==> src/sv/fifo_weighted_admission_limiter_assert.svh <==
// assertion macros for the weighted admission limiter
`ifndef FIFO_WEIGHTED_ADMISSION_LIMITER_ASSERT_SVH
`define FIFO_WEIGHTED_ADMISSION_LIMITER_ASSERT_SVH

`ifndef ASSERT_OFF
// antecedent implies consequent in the same cycle
`define FWAL_ASSERT_IMPLY(lbl, clk, rst_n, ante, cons) \
    lbl: assert property (@(posedge clk) disable iff (!rst_n) (ante) |-> (cons)) \
        else $error("fwal assertion failed");
// antecedent implies consequent in the next cycle
`define FWAL_ASSERT_NEXT(lbl, clk, rst_n, ante, cons) \
    lbl: assert property (@(posedge clk) disable iff (!rst_n) (ante) |=> (cons)) \
        else $error("fwal assertion failed");
// condition never holds
`define FWAL_ASSERT_NEVER(lbl, clk, rst_n, expr) \
    lbl: assert property (@(posedge clk) disable iff (!rst_n) !(expr)) \
        else $error("fwal assertion failed");
`else
`define FWAL_ASSERT_IMPLY(lbl, clk, rst_n, ante, cons)
`define FWAL_ASSERT_NEXT(lbl, clk, rst_n, ante, cons)
`define FWAL_ASSERT_NEVER(lbl, clk, rst_n, expr)
`endif

`endif

==> src/sv/fwal_pkg.sv <==
// shared types and constants of the weighted admission limiter
`default_nettype none

package fwal_pkg;

    localparam int AMOUNT_BITS = 40;
    localparam int ID_BITS     = 4;

    typedef enum logic {
        OP_ACQUIRE = 1'b0,
        OP_RELEASE = 1'b1
    } t_op;

    typedef enum logic [2:0] {
        EV_GRANTED  = 3'd0,
        EV_QUEUED   = 3'd1,
        EV_RELEASED = 3'd2,
        EV_NOTHING  = 3'd3,
        EV_ERROR    = 3'd4
    } t_event;

    typedef enum logic [1:0] {
        KIND_ACQUIRE,
        KIND_RELEASE,
        KIND_BAD_ID
    } t_kind;

    typedef enum logic [1:0] {
        ST_IDLE,
        ST_EXEC,
        ST_CHECK,
        ST_GRANT
    } t_state;

    // input beat
    typedef struct packed {
        t_op                    op;
        logic [ID_BITS-1:0]     waiter_id;
        logic [AMOUNT_BITS-1:0] request_size;
    } t_cmd;

    // result beat
    typedef struct packed {
        t_event                 event_res;
        logic [ID_BITS-1:0]     subject_id;
        logic [AMOUNT_BITS-1:0] amount;
        logic [AMOUNT_BITS-1:0] total_in_use;
        logic                   last;
    } t_res;

    // classified request as held between front and back
    typedef struct packed {
        t_kind                  kind;
        logic [ID_BITS-1:0]     waiter_id;
        logic [AMOUNT_BITS-1:0] request_size;
    } t_job;

    typedef struct packed {
        logic valid;
        t_job job;
    } t_job_chan;

endpackage

`default_nettype wire

==> src/sv/fwal_front.sv <==
// front end: takes command beats, classifies them and buffers them for the back end
`default_nettype none

module fwal_front
    import fwal_pkg::*;
#(
    parameter int WAITERS = 16
) (
    input  wire logic      i_clk,
    input  wire logic      i_rst_n,
    input  wire logic      start,
    output logic           busy,
    input  wire t_cmd      i_cmd,
    output t_job_chan      o_chan,
    input  wire logic      i_pop
);

    t_job       r_slot [2];
    logic       r_wr_ptr;
    logic       r_rd_ptr;
    logic [1:0] r_cnt;
    logic       push;
    t_job       cls_job;

    assign busy = (r_cnt == 2'd2);
    assign push = start & ~busy;

    // classify the incoming beat
    always_comb begin
        cls_job.waiter_id    = i_cmd.waiter_id;
        cls_job.request_size = i_cmd.request_size;
        if (32'(i_cmd.waiter_id) >= WAITERS) begin
            cls_job.kind = KIND_BAD_ID;
        end else if (i_cmd.op == OP_ACQUIRE) begin
            cls_job.kind = KIND_ACQUIRE;
        end else begin
            cls_job.kind = KIND_RELEASE;
        end
    end

    // two-entry queue toward the back end
    always_ff @(posedge i_clk) begin
        if (push) begin
            r_slot[r_wr_ptr] <= cls_job;
        end
    end

    always_ff @(posedge i_clk) begin
        if (!i_rst_n) begin
            r_wr_ptr <= 1'b0;
            r_rd_ptr <= 1'b0;
            r_cnt    <= 2'd0;
        end else begin
            if (push) begin
                r_wr_ptr <= ~r_wr_ptr;
            end
            if (i_pop) begin
                r_rd_ptr <= ~r_rd_ptr;
            end
            if (push && !i_pop) begin
                r_cnt <= r_cnt + 2'd1;
            end else if (i_pop && !push) begin
                r_cnt <= r_cnt - 2'd1;
            end
        end
    end

    assign o_chan.valid = (r_cnt != 2'd0);
    assign o_chan.job   = r_slot[r_rd_ptr];

endmodule

`default_nettype wire

==> src/sv/fwal_back.sv <==
// back end: holds the budget, holdings and wait ring and produces result beats
`default_nettype none

`include "fifo_weighted_admission_limiter_assert.svh"

module fwal_back
    import fwal_pkg::*;
#(
    parameter int WAITERS = 16
) (
    input  wire logic                   i_clk,
    input  wire logic                   i_rst_n,
    input  wire logic                   i_cfg_we,
    input  wire logic [AMOUNT_BITS-1:0] i_cfg_data,
    input  wire t_job_chan              i_chan,
    output logic                        o_pop,
    output logic                        o_res_strobe,
    output t_res                        o_res
);

    localparam int QW = $clog2(WAITERS);
    localparam int CW = $clog2(WAITERS + 1);
    localparam int SW = CW + 1;

    t_state                 r_state, n_state;
    logic [AMOUNT_BITS-1:0] r_cap;
    logic [AMOUNT_BITS-1:0] r_total, n_total;
    logic [QW-1:0]          r_head, n_head;
    logic [CW-1:0]          r_count, n_count;
    logic [WAITERS-1:0]     r_waiting, n_waiting;
    logic [WAITERS-1:0]     r_holds, n_holds;
    logic [QW-1:0]          r_wait_q [WAITERS];
    logic [AMOUNT_BITS-1:0] r_held [WAITERS];
    logic [AMOUNT_BITS-1:0] r_rd_a;
    logic [AMOUNT_BITS-1:0] r_rd_b;
    t_job                   r_job;
    t_res                   r_pend, n_pend;
    t_res                   r_res, n_res;
    logic                   r_res_vld, n_res_vld;

    logic                   mem_we;
    logic [QW-1:0]          mem_waddr;
    logic [AMOUNT_BITS-1:0] mem_wdata;
    logic                   q_we;
    logic [QW-1:0]          q_waddr;
    logic [QW-1:0]          job_idx;
    logic [QW-1:0]          head_w;
    logic [QW-1:0]          tail;
    logic [SW-1:0]          tail_sum;
    logic                   rel_ok;
    logic                   chk_more;

    function automatic logic fn_fits(
        input logic [AMOUNT_BITS-1:0] size,
        input logic [AMOUNT_BITS-1:0] total,
        input logic [AMOUNT_BITS-1:0] cap
    );
        logic ok;
        if (total == '0) begin
            ok = 1'b1;
        end else if (total > cap) begin
            ok = 1'b0;
        end else begin
            ok = (size <= cap - total);
        end
        return ok;
    endfunction

    assign job_idx  = QW'(r_job.waiter_id);
    assign head_w   = r_wait_q[r_head];
    assign tail_sum = SW'(r_head) + SW'(r_count);
    assign tail     = (tail_sum >= SW'(WAITERS)) ? QW'(tail_sum - SW'(WAITERS))
                                                 : QW'(tail_sum);
    assign rel_ok   = (r_job.kind == KIND_RELEASE) && !r_waiting[job_idx] && r_holds[job_idx];
    assign chk_more = (r_count != '0) && fn_fits(r_rd_b, r_total, r_cap);

    // next state
    always_comb begin
        n_state = r_state;
        case (r_state)
            ST_IDLE: begin
                if (i_chan.valid) begin
                    n_state = ST_EXEC;
                end
            end
            ST_EXEC: begin
                n_state = rel_ok ? ST_CHECK : ST_IDLE;
            end
            ST_CHECK: begin
                n_state = chk_more ? ST_GRANT : ST_IDLE;
            end
            ST_GRANT: begin
                n_state = ST_CHECK;
            end
            default: begin
                n_state = ST_IDLE;
            end
        endcase
    end

    // state updates and result beats
    always_comb begin
        n_total   = r_total;
        n_head    = r_head;
        n_count   = r_count;
        n_waiting = r_waiting;
        n_holds   = r_holds;
        n_pend    = r_pend;
        n_res     = r_res;
        n_res_vld = 1'b0;
        mem_we    = 1'b0;
        mem_waddr = job_idx;
        mem_wdata = r_job.request_size;
        q_we      = 1'b0;
        q_waddr   = tail;
        o_pop     = 1'b0;
        case (r_state)
            ST_IDLE: begin
                o_pop = i_chan.valid;
            end
            ST_EXEC: begin
                n_res.event_res    = EV_ERROR;
                n_res.subject_id   = r_job.waiter_id;
                n_res.amount       = '0;
                n_res.total_in_use = r_total;
                n_res.last         = 1'b1;
                case (r_job.kind)
                    KIND_ACQUIRE: begin
                        n_res_vld = 1'b1;
                        if (r_waiting[job_idx] || r_holds[job_idx]) begin
                            n_res.event_res = EV_ERROR;
                        end else if (fn_fits(r_job.request_size, r_total, r_cap)) begin
                            mem_we             = 1'b1;
                            n_holds[job_idx]   = |r_job.request_size;
                            n_total            = r_total + r_job.request_size;
                            n_res.event_res    = EV_GRANTED;
                            n_res.amount       = r_job.request_size;
                            n_res.total_in_use = n_total;
                        end else if (r_count == CW'(WAITERS)) begin
                            n_res.event_res = EV_ERROR;
                        end else begin
                            mem_we             = 1'b1;
                            q_we               = 1'b1;
                            n_count            = r_count + CW'(1);
                            n_waiting[job_idx] = 1'b1;
                            n_holds[job_idx]   = |r_job.request_size;
                            n_res.event_res    = EV_QUEUED;
                            n_res.amount       = r_job.request_size;
                        end
                    end
                    KIND_RELEASE: begin
                        if (r_waiting[job_idx]) begin
                            n_res_vld       = 1'b1;
                            n_res.event_res = EV_ERROR;
                        end else if (!r_holds[job_idx]) begin
                            n_res_vld       = 1'b1;
                            n_res.event_res = EV_NOTHING;
                        end else begin
                            // freed amount goes out after the head check
                            n_total           = (r_rd_a > r_total) ? '0 : r_total - r_rd_a;
                            n_holds[job_idx]  = 1'b0;
                            n_pend.event_res  = EV_RELEASED;
                            n_pend.subject_id = r_job.waiter_id;
                            n_pend.amount     = r_rd_a;
                        end
                    end
                    default: begin
                        n_res_vld       = 1'b1;
                        n_res.event_res = EV_ERROR;
                    end
                endcase
            end
            ST_CHECK: begin
                n_res_vld          = 1'b1;
                n_res              = r_pend;
                n_res.total_in_use = r_total;
                n_res.last         = ~chk_more;
            end
            ST_GRANT: begin
                // head fits: take it off the ring
                n_total           = r_total + r_rd_b;
                n_waiting[head_w] = 1'b0;
                n_head            = (r_head == QW'(WAITERS - 1)) ? '0 : r_head + QW'(1);
                n_count           = r_count - CW'(1);
                n_pend.event_res  = EV_GRANTED;
                n_pend.subject_id = ID_BITS'(head_w);
                n_pend.amount     = r_rd_b;
            end
            default: begin
                n_res_vld = 1'b0;
            end
        endcase
    end

    // holdings memory, two registered read ports
    always_ff @(posedge i_clk) begin
        if (mem_we) begin
            r_held[mem_waddr] <= mem_wdata;
        end
        r_rd_a <= r_held[QW'(i_chan.job.waiter_id)];
        r_rd_b <= r_held[r_wait_q[n_head]];
    end

    // wait ring of waiter slots
    always_ff @(posedge i_clk) begin
        if (q_we) begin
            r_wait_q[q_waddr] <= job_idx;
        end
    end

    // payload registers
    always_ff @(posedge i_clk) begin
        if (o_pop) begin
            r_job <= i_chan.job;
        end
        r_pend <= n_pend;
        r_res  <= n_res;
    end

    // control registers
    always_ff @(posedge i_clk) begin
        if (!i_rst_n) begin
            r_state   <= ST_IDLE;
            r_cap     <= '1;
            r_total   <= '0;
            r_head    <= '0;
            r_count   <= '0;
            r_waiting <= '0;
            r_holds   <= '0;
            r_res_vld <= 1'b0;
        end else begin
            r_state   <= n_state;
            r_total   <= n_total;
            r_head    <= n_head;
            r_count   <= n_count;
            r_waiting <= n_waiting;
            r_holds   <= n_holds;
            r_res_vld <= n_res_vld;
            if (i_cfg_we) begin
                r_cap <= i_cfg_data;
            end
        end
    end

    assign o_res_strobe = r_res_vld;
    assign o_res        = r_res;

    // checks
    `FWAL_ASSERT_NEVER(a_count_bound, i_clk, i_rst_n, r_count > CW'(WAITERS))
    `FWAL_ASSERT_IMPLY(a_empty_no_wait, i_clk, i_rst_n, r_count == '0, r_waiting == '0)
    `FWAL_ASSERT_IMPLY(a_more_follows, i_clk, i_rst_n, r_res_vld && !r_res.last, r_state == ST_GRANT)
    `FWAL_ASSERT_NEXT(a_pop_exec, i_clk, i_rst_n, o_pop, r_state == ST_EXEC)

endmodule

`default_nettype wire

==> src/sv/fifo_weighted_admission_limiter.sv <==
// top level of the weighted admission limiter
//
// Usage: a command beat (op, waiter_id, request_size) is taken on i_cmd at a
// clock edge with start high and busy low. Acquires are granted when the
// running total plus the size fits the capacity (or nothing is reserved),
// otherwise queued in arrival order. A release frees the holding and then
// grants queued heads in order while they fit.
// Results leave on o_res, each valid for exactly one cycle while o_res_strobe
// is high; o_res.last marks the final beat of a command. The receiver cannot
// stall. Capacity is written through i_cfg_we / i_cfg_data while idle.
// Flow: the front buffers up to two commands; the back takes one at a time.
// An acquire, an error or an empty release passes the back through its idle
// and exec states. A release passes idle, exec and check, plus a grant and
// a check state per queued grant (one read of the holdings memory and one
// fit check each); the releasing waiter is never queued, so at most WAITERS - 1
// grants follow, for up to WAITERS result beats.
// A synchronous reset clears the budget, holdings, wait flags and ring pointers;
// capacity returns to all ones.
`default_nettype none

module fifo_weighted_admission_limiter
    import fwal_pkg::*;
#(
    parameter int WAITERS = 16
) (
    input  wire logic                   i_clk,
    input  wire logic                   i_rst_n,
    input  wire logic                   start,
    output logic                        busy,
    input  wire t_cmd                   i_cmd,
    input  wire logic                   i_cfg_we,
    input  wire logic [AMOUNT_BITS-1:0] i_cfg_data,
    output logic                        o_res_strobe,
    output t_res                        o_res
);

    t_job_chan chan;
    logic      pop;

    // command intake and classification
    fwal_front #(
        .WAITERS (WAITERS)
    ) u_front (
        .i_clk   (i_clk),
        .i_rst_n (i_rst_n),
        .start   (start),
        .busy    (busy),
        .i_cmd   (i_cmd),
        .o_chan  (chan),
        .i_pop   (pop)
    );

    // budget bookkeeping and result beats
    fwal_back #(
        .WAITERS (WAITERS)
    ) u_back (
        .i_clk        (i_clk),
        .i_rst_n      (i_rst_n),
        .i_cfg_we     (i_cfg_we),
        .i_cfg_data   (i_cfg_data),
        .i_chan       (chan),
        .o_pop        (pop),
        .o_res_strobe (o_res_strobe),
        .o_res        (o_res)
    );

endmodule

`default_nettype wire

==> config.mk <==
export PLATFORM = sky130hd
export DESIGN_NAME = fifo_weighted_admission_limiter
export DESIGN_NICKNAME = d
export VERILOG_FILES = /design/src/sv/fwal_pkg.sv /design/src/sv/fwal_front.sv /design/src/sv/fwal_back.sv /design/src/sv/fifo_weighted_admission_limiter.sv
export VERILOG_INCLUDE_DIRS = /design/src /design/src/sv
export SDC_FILE = /design/constraint.sdc
export NUM_CORES = 2
export LEC_CHECK = 0
export BUFFER_PORTS_ARGS = -buffer_cell sky130_fd_sc_hd__clkbuf_2
export CAP_MARGIN = 20
export CORE_AREA = 2 2 362 435
export CTS_CLUSTER_SIZE = 16
export DETAILED_ROUTE_END_ITERATION = 16
export DIE_AREA = 0 0 364 437
export GPL_TIMING_DRIVEN = 0
export HOLD_SLACK_MARGIN = 0.08
export PLACE_DENSITY_LB_ADDON = 0.12
export SLEW_MARGIN = 20
export SYNTH_ARGS = -nofsm -noshare
export SYNTH_HDL_FRONTEND = slang
export SYNTH_HIERARCHICAL = 1
export SYNTH_SLANG_ARGS = --single-unit
export TNS_END_PERCENT = 10
==> constraint.sdc <==
create_clock -name i_clk -period 14.8 [get_ports i_clk]
set_input_delay 2.22 -clock i_clk [delete_from_list [all_inputs] [get_ports i_clk]]
set_output_delay 2.22 -clock i_clk [all_outputs]
set_load 0.01 [all_outputs]
==> metrics list <==
* Run status: finished clean
- Post-synthesis sequential area ratio: 0.5420
* Number of nets in the finished design: 5487
* Maximum fanout count along the critical path: 10
- Synthesis produced a netlist whose cell count is 4724.
- The number of nets in the synthesized netlist is 5068.
* Clock transition at path regs: 0.07 ns
- After filler insertion, the fill cell instance count of the layout stands at 13880.
- Area contributors post-synth: sky130_fd_sc_hd__edfxtp_1, sky130_fd_sc_hd__mux4_2, sky130_fd_sc_hd__dfxtp_1
* Most prevalent standard cell on the critical path: sky130_fd_sc_hd__buf_4
* Layout overhead on the synthesized area: 15.46%
- sky130_fd_sc_hd__edfxtp_1 is the most common cell in the netlist.
- Area share of the largest cell type after synthesis: 0.4741
- Total grt overflow: 0
- In the final routed layout, each cell accounts on average for 30.21 um.
- Data on the critical path is required at its endpoint by 15.30 ns.
- STA classifies the critical path endpoint as a flip-flop.
- Max-Slew Margin vs Limit: 0.1851
- Buffers inserted by post-CTS timing repair: 0
- After detailed placement, the total cell area comes to 66820 sq um.
- In this run the mean area of a mapped cell was 13.04 sq um.
* H-Tree Level Count: 4
- The number of different library cells used by synthesis comes to 95.
- Entering global routing, the biggest net connects 46 pins.
- Final Max Tran Viols: 0
* First-pass GRT wire length: 314500 um
- Setup repair after global routing left no endpoint under its margin.
- Hold crit path type: flip-flop to flip-flop
- Max-Cap Viols: 0
- Critical path's top delay family: simple AND/OR/NAND/NOR gates
* All-Layer GR Usage: 0.2755
- Final worst-path setup slack: 5.619 ns
- Number of clock buffers inserted by TritonCTS: 131
* Commonest cells post-synth: sky130_fd_sc_hd__edfxtp_1, sky130_fd_sc_hd__a21oi_1, sky130_fd_sc_hd__a211oi_1
- Number of antenna violations at the first check in global routing: 12
- Among all stages on the critical path, the largest delay is contributed by sky130_fd_sc_hd__nor3_2.
* IO Pins: 179
* Type of element launching the critical path: flip-flop
* Initial Util: 0.3991
- Maximum vdd drop: 136.3 uV
- CTS tree: yes
- Vertical extent of the die: 437 um
* Vias after detailed routing: 44190
- Input and output buffers added on the ports amount to 177.
- Post-route cell area: 71150 sq um
* Finished Layout Cells: 7335
* Area of the die: 159100 sq um
- Post-CTS Resized: 0
- Power density cells: 205.0 nW/um^2
* Count of state elements after synthesis: 1182
- Detailed placement finished with a half-perimeter wire length of 169100 um.
- Routability cong.: 0.9656
* Library cell occupying the most area in the post-synthesis netlist: sky130_fd_sc_hd__edfxtp_1
* Setup TNS: 0 ns
- The count of nets left with antenna violations once routing finished came out at 0.
- Final hold violations: 0
- The clock passes through at most 3 buffers.
* DRC violations left: 0
- The floorplan step set the die width to 364 um.
- Data arrival time of the worst path: 9.68 ns
* Final number of setup-violating endpoints: 0
- The number of global-route vias before repair is 43740.
* Ys async rst share: 0
* Via/cell ratio: 6.024
- Clock Skews: 0.03435 ns
- Least-Margin Pin Slew: 1.222 ns
* Number of warnings printed during yosys synthesis: 6
* Share of post-route cells with drive strength above 1: 0.1758
* Category of the most critical setup path: flip-flop to flip-flop
* Fraction of the cycle the final worst path needs: 0.6203
- Clock tree synthesis found a total of 1182 sinks.
- The largest single stage delay on the critical path is 0.71 ns.
* Dpl cells: 7087
* Highest clock frequency the design can meet: 108.9 MHz
* Detailed Routing Iterations Pass 1: 6
* Number of buffer and inverter stages on the critical path: 9
* Minimum clock period after layout: 9.181 ns
- The detailed router finished its first iteration with 4540 violations.
- Root Buffer: sky130_fd_sc_hd__clkbuf_16
- Leakage component of the power: 25.45 nW
- Overall power after layout: 14.59 mW
* Placement Setup Slack: 5.709 ns
* Final WL: 221600 um
- Standard-cell row count: 158
* Combined area of all synthesized cells: 61620 sq um
- Core area: 154400 sq um
- Counting flops with a built-in enable in the synthesized netlist gives 973.
- Top_reg_cell synth: sky130_fd_sc_hd__edfxtp_1
* CTS Hold Buffers Added: 0
- Clock insertion delay at the later pin of the skew report: 0.80 ns
area by class of cell:
type / instances / area [sq um] / share of cell area
tap: 2080 / 2603 / 0.03658
clock buffer: 166 / 3567 / 0.05013
sequential: 1182 / 33400 / 0.4694
multi-input combinational: 3131 / 26700 / 0.3753
antenna: 4 / 10.01 / 0.0001407
buffer: 280 / 1215 / 0.01707
timing repair buffer: 286 / 2456 / 0.03452
clock inverter: 75 / 704.4 / 0.009900
inverter: 131 / 491.7 / 0.006911
power breakdown:
group | switching, mW | internal (mW) | total (mW) | leakage [nW]
logic | 3.94 | 2.36 | 6.30 | 12.8
registers | 0.608 | 4.40 | 5.00 | 10.6
clock network | 1.39 | 1.89 | 3.28 | 2.07
total | 5.94 | 8.65 | 14.6 | 25.4
cell families after synthesis:
| family | synth area share |
|---|---|
| DFF | 0.5420 |
| adders and majority gates | 0.05251 |
| AOI/OAI and AO/OA | 0.1409 |
| other | 0.00006085 |
| and+or+nand+nor | 0.07305 |
| muxes | 0.1442 |
| buffers and inverters | 0.02751 |
| xor gates and xnor gates | 0.01976 |
layer usage:
metal  part of all wire  vias to the layer above  track usage
met5            0.00028                        -            0
met4              0.050                       10       0.1280
met3              0.072                      404      0.04837
met2               0.46                     1867       0.4385
met1               0.42                    22360       0.3655
li1                   -                    19540            -
metrics by stage:
stage	hold slack, ns	utilization
2_1_floorplan	0.4453	-
3_3_place_gp	0.4686	0.4217
3_5_place_dp	0.4696	0.4328
4_1_cts	0.4873	0.4604
5_1_grt	0.5030	0.4608
6_report	0.4829	0.4608
cell usage in the layout (no fill, tap or decap), drive strengths merged, types with 54 or more instances in the layout:
master	Yosys	layout
a21o	82	82
dfxtp	209	209
nand2	218	218
buf	84	192
a21oi	362	362
xnor2	83	83
clkbuf	196	540
nor2b	199	199
nor2	132	132
o21ai	170	170
edfxtp	973	973
xor2	56	56
inv	130	136
mux2i	227	227
mux4	245	245
clkinv	1	54
nor3	77	77
a211oi	323	323
mux2	95	95
ha	249	249
final timing paths:
| path | start | end | slack [ns] | cells after the start |
|---|---|---|---|---|
| max reg2reg | u_back/r_total[1] | u_back/r_held[11][33] | 5.62 | 32 |
| min | u_back/r_cap[38] | u_back/r_cap[38] | 0.48 | 2 |
| max | u_back/r_total[1] | u_back/r_held[11][33] | 5.62 | 32 |
| min reg2reg | u_back/r_cap[38] | u_back/r_cap[38] | 0.48 | 2 |
worst min-delay path, cell delays in order, from the launching register on:
cell,delay (ns)
sky130_fd_sc_hd__dfxtp_1,0.33
sky130_fd_sc_hd__mux2i_1,0.07
sky130_fd_sc_hd__nand2_1,0.06
flip-flops by register name, summed over array words and instances (netlist names), 2 cells and up, named ones only:
register and cells:
u_back/r_held 640, u_back/r_count 5, u_back/r_job 2, u_back/r_rd_a 40, u_back/mem_wdata 40, u_back/o_res 88, u_back/r_cap 40, u_back/r_state 2
u_back/r_holds 16, u_front/r_cnt 2, u_front/r_slot 90, u_back/r_rd_b 40, u_back/r_total 40, u_back/r_waiting 16, u_back/r_pend 45, u_back/r_head 4
u_back/r_wait_q 64, u_back/job_idx 4
Note: power is estimated with default switching activity, not from simulation.
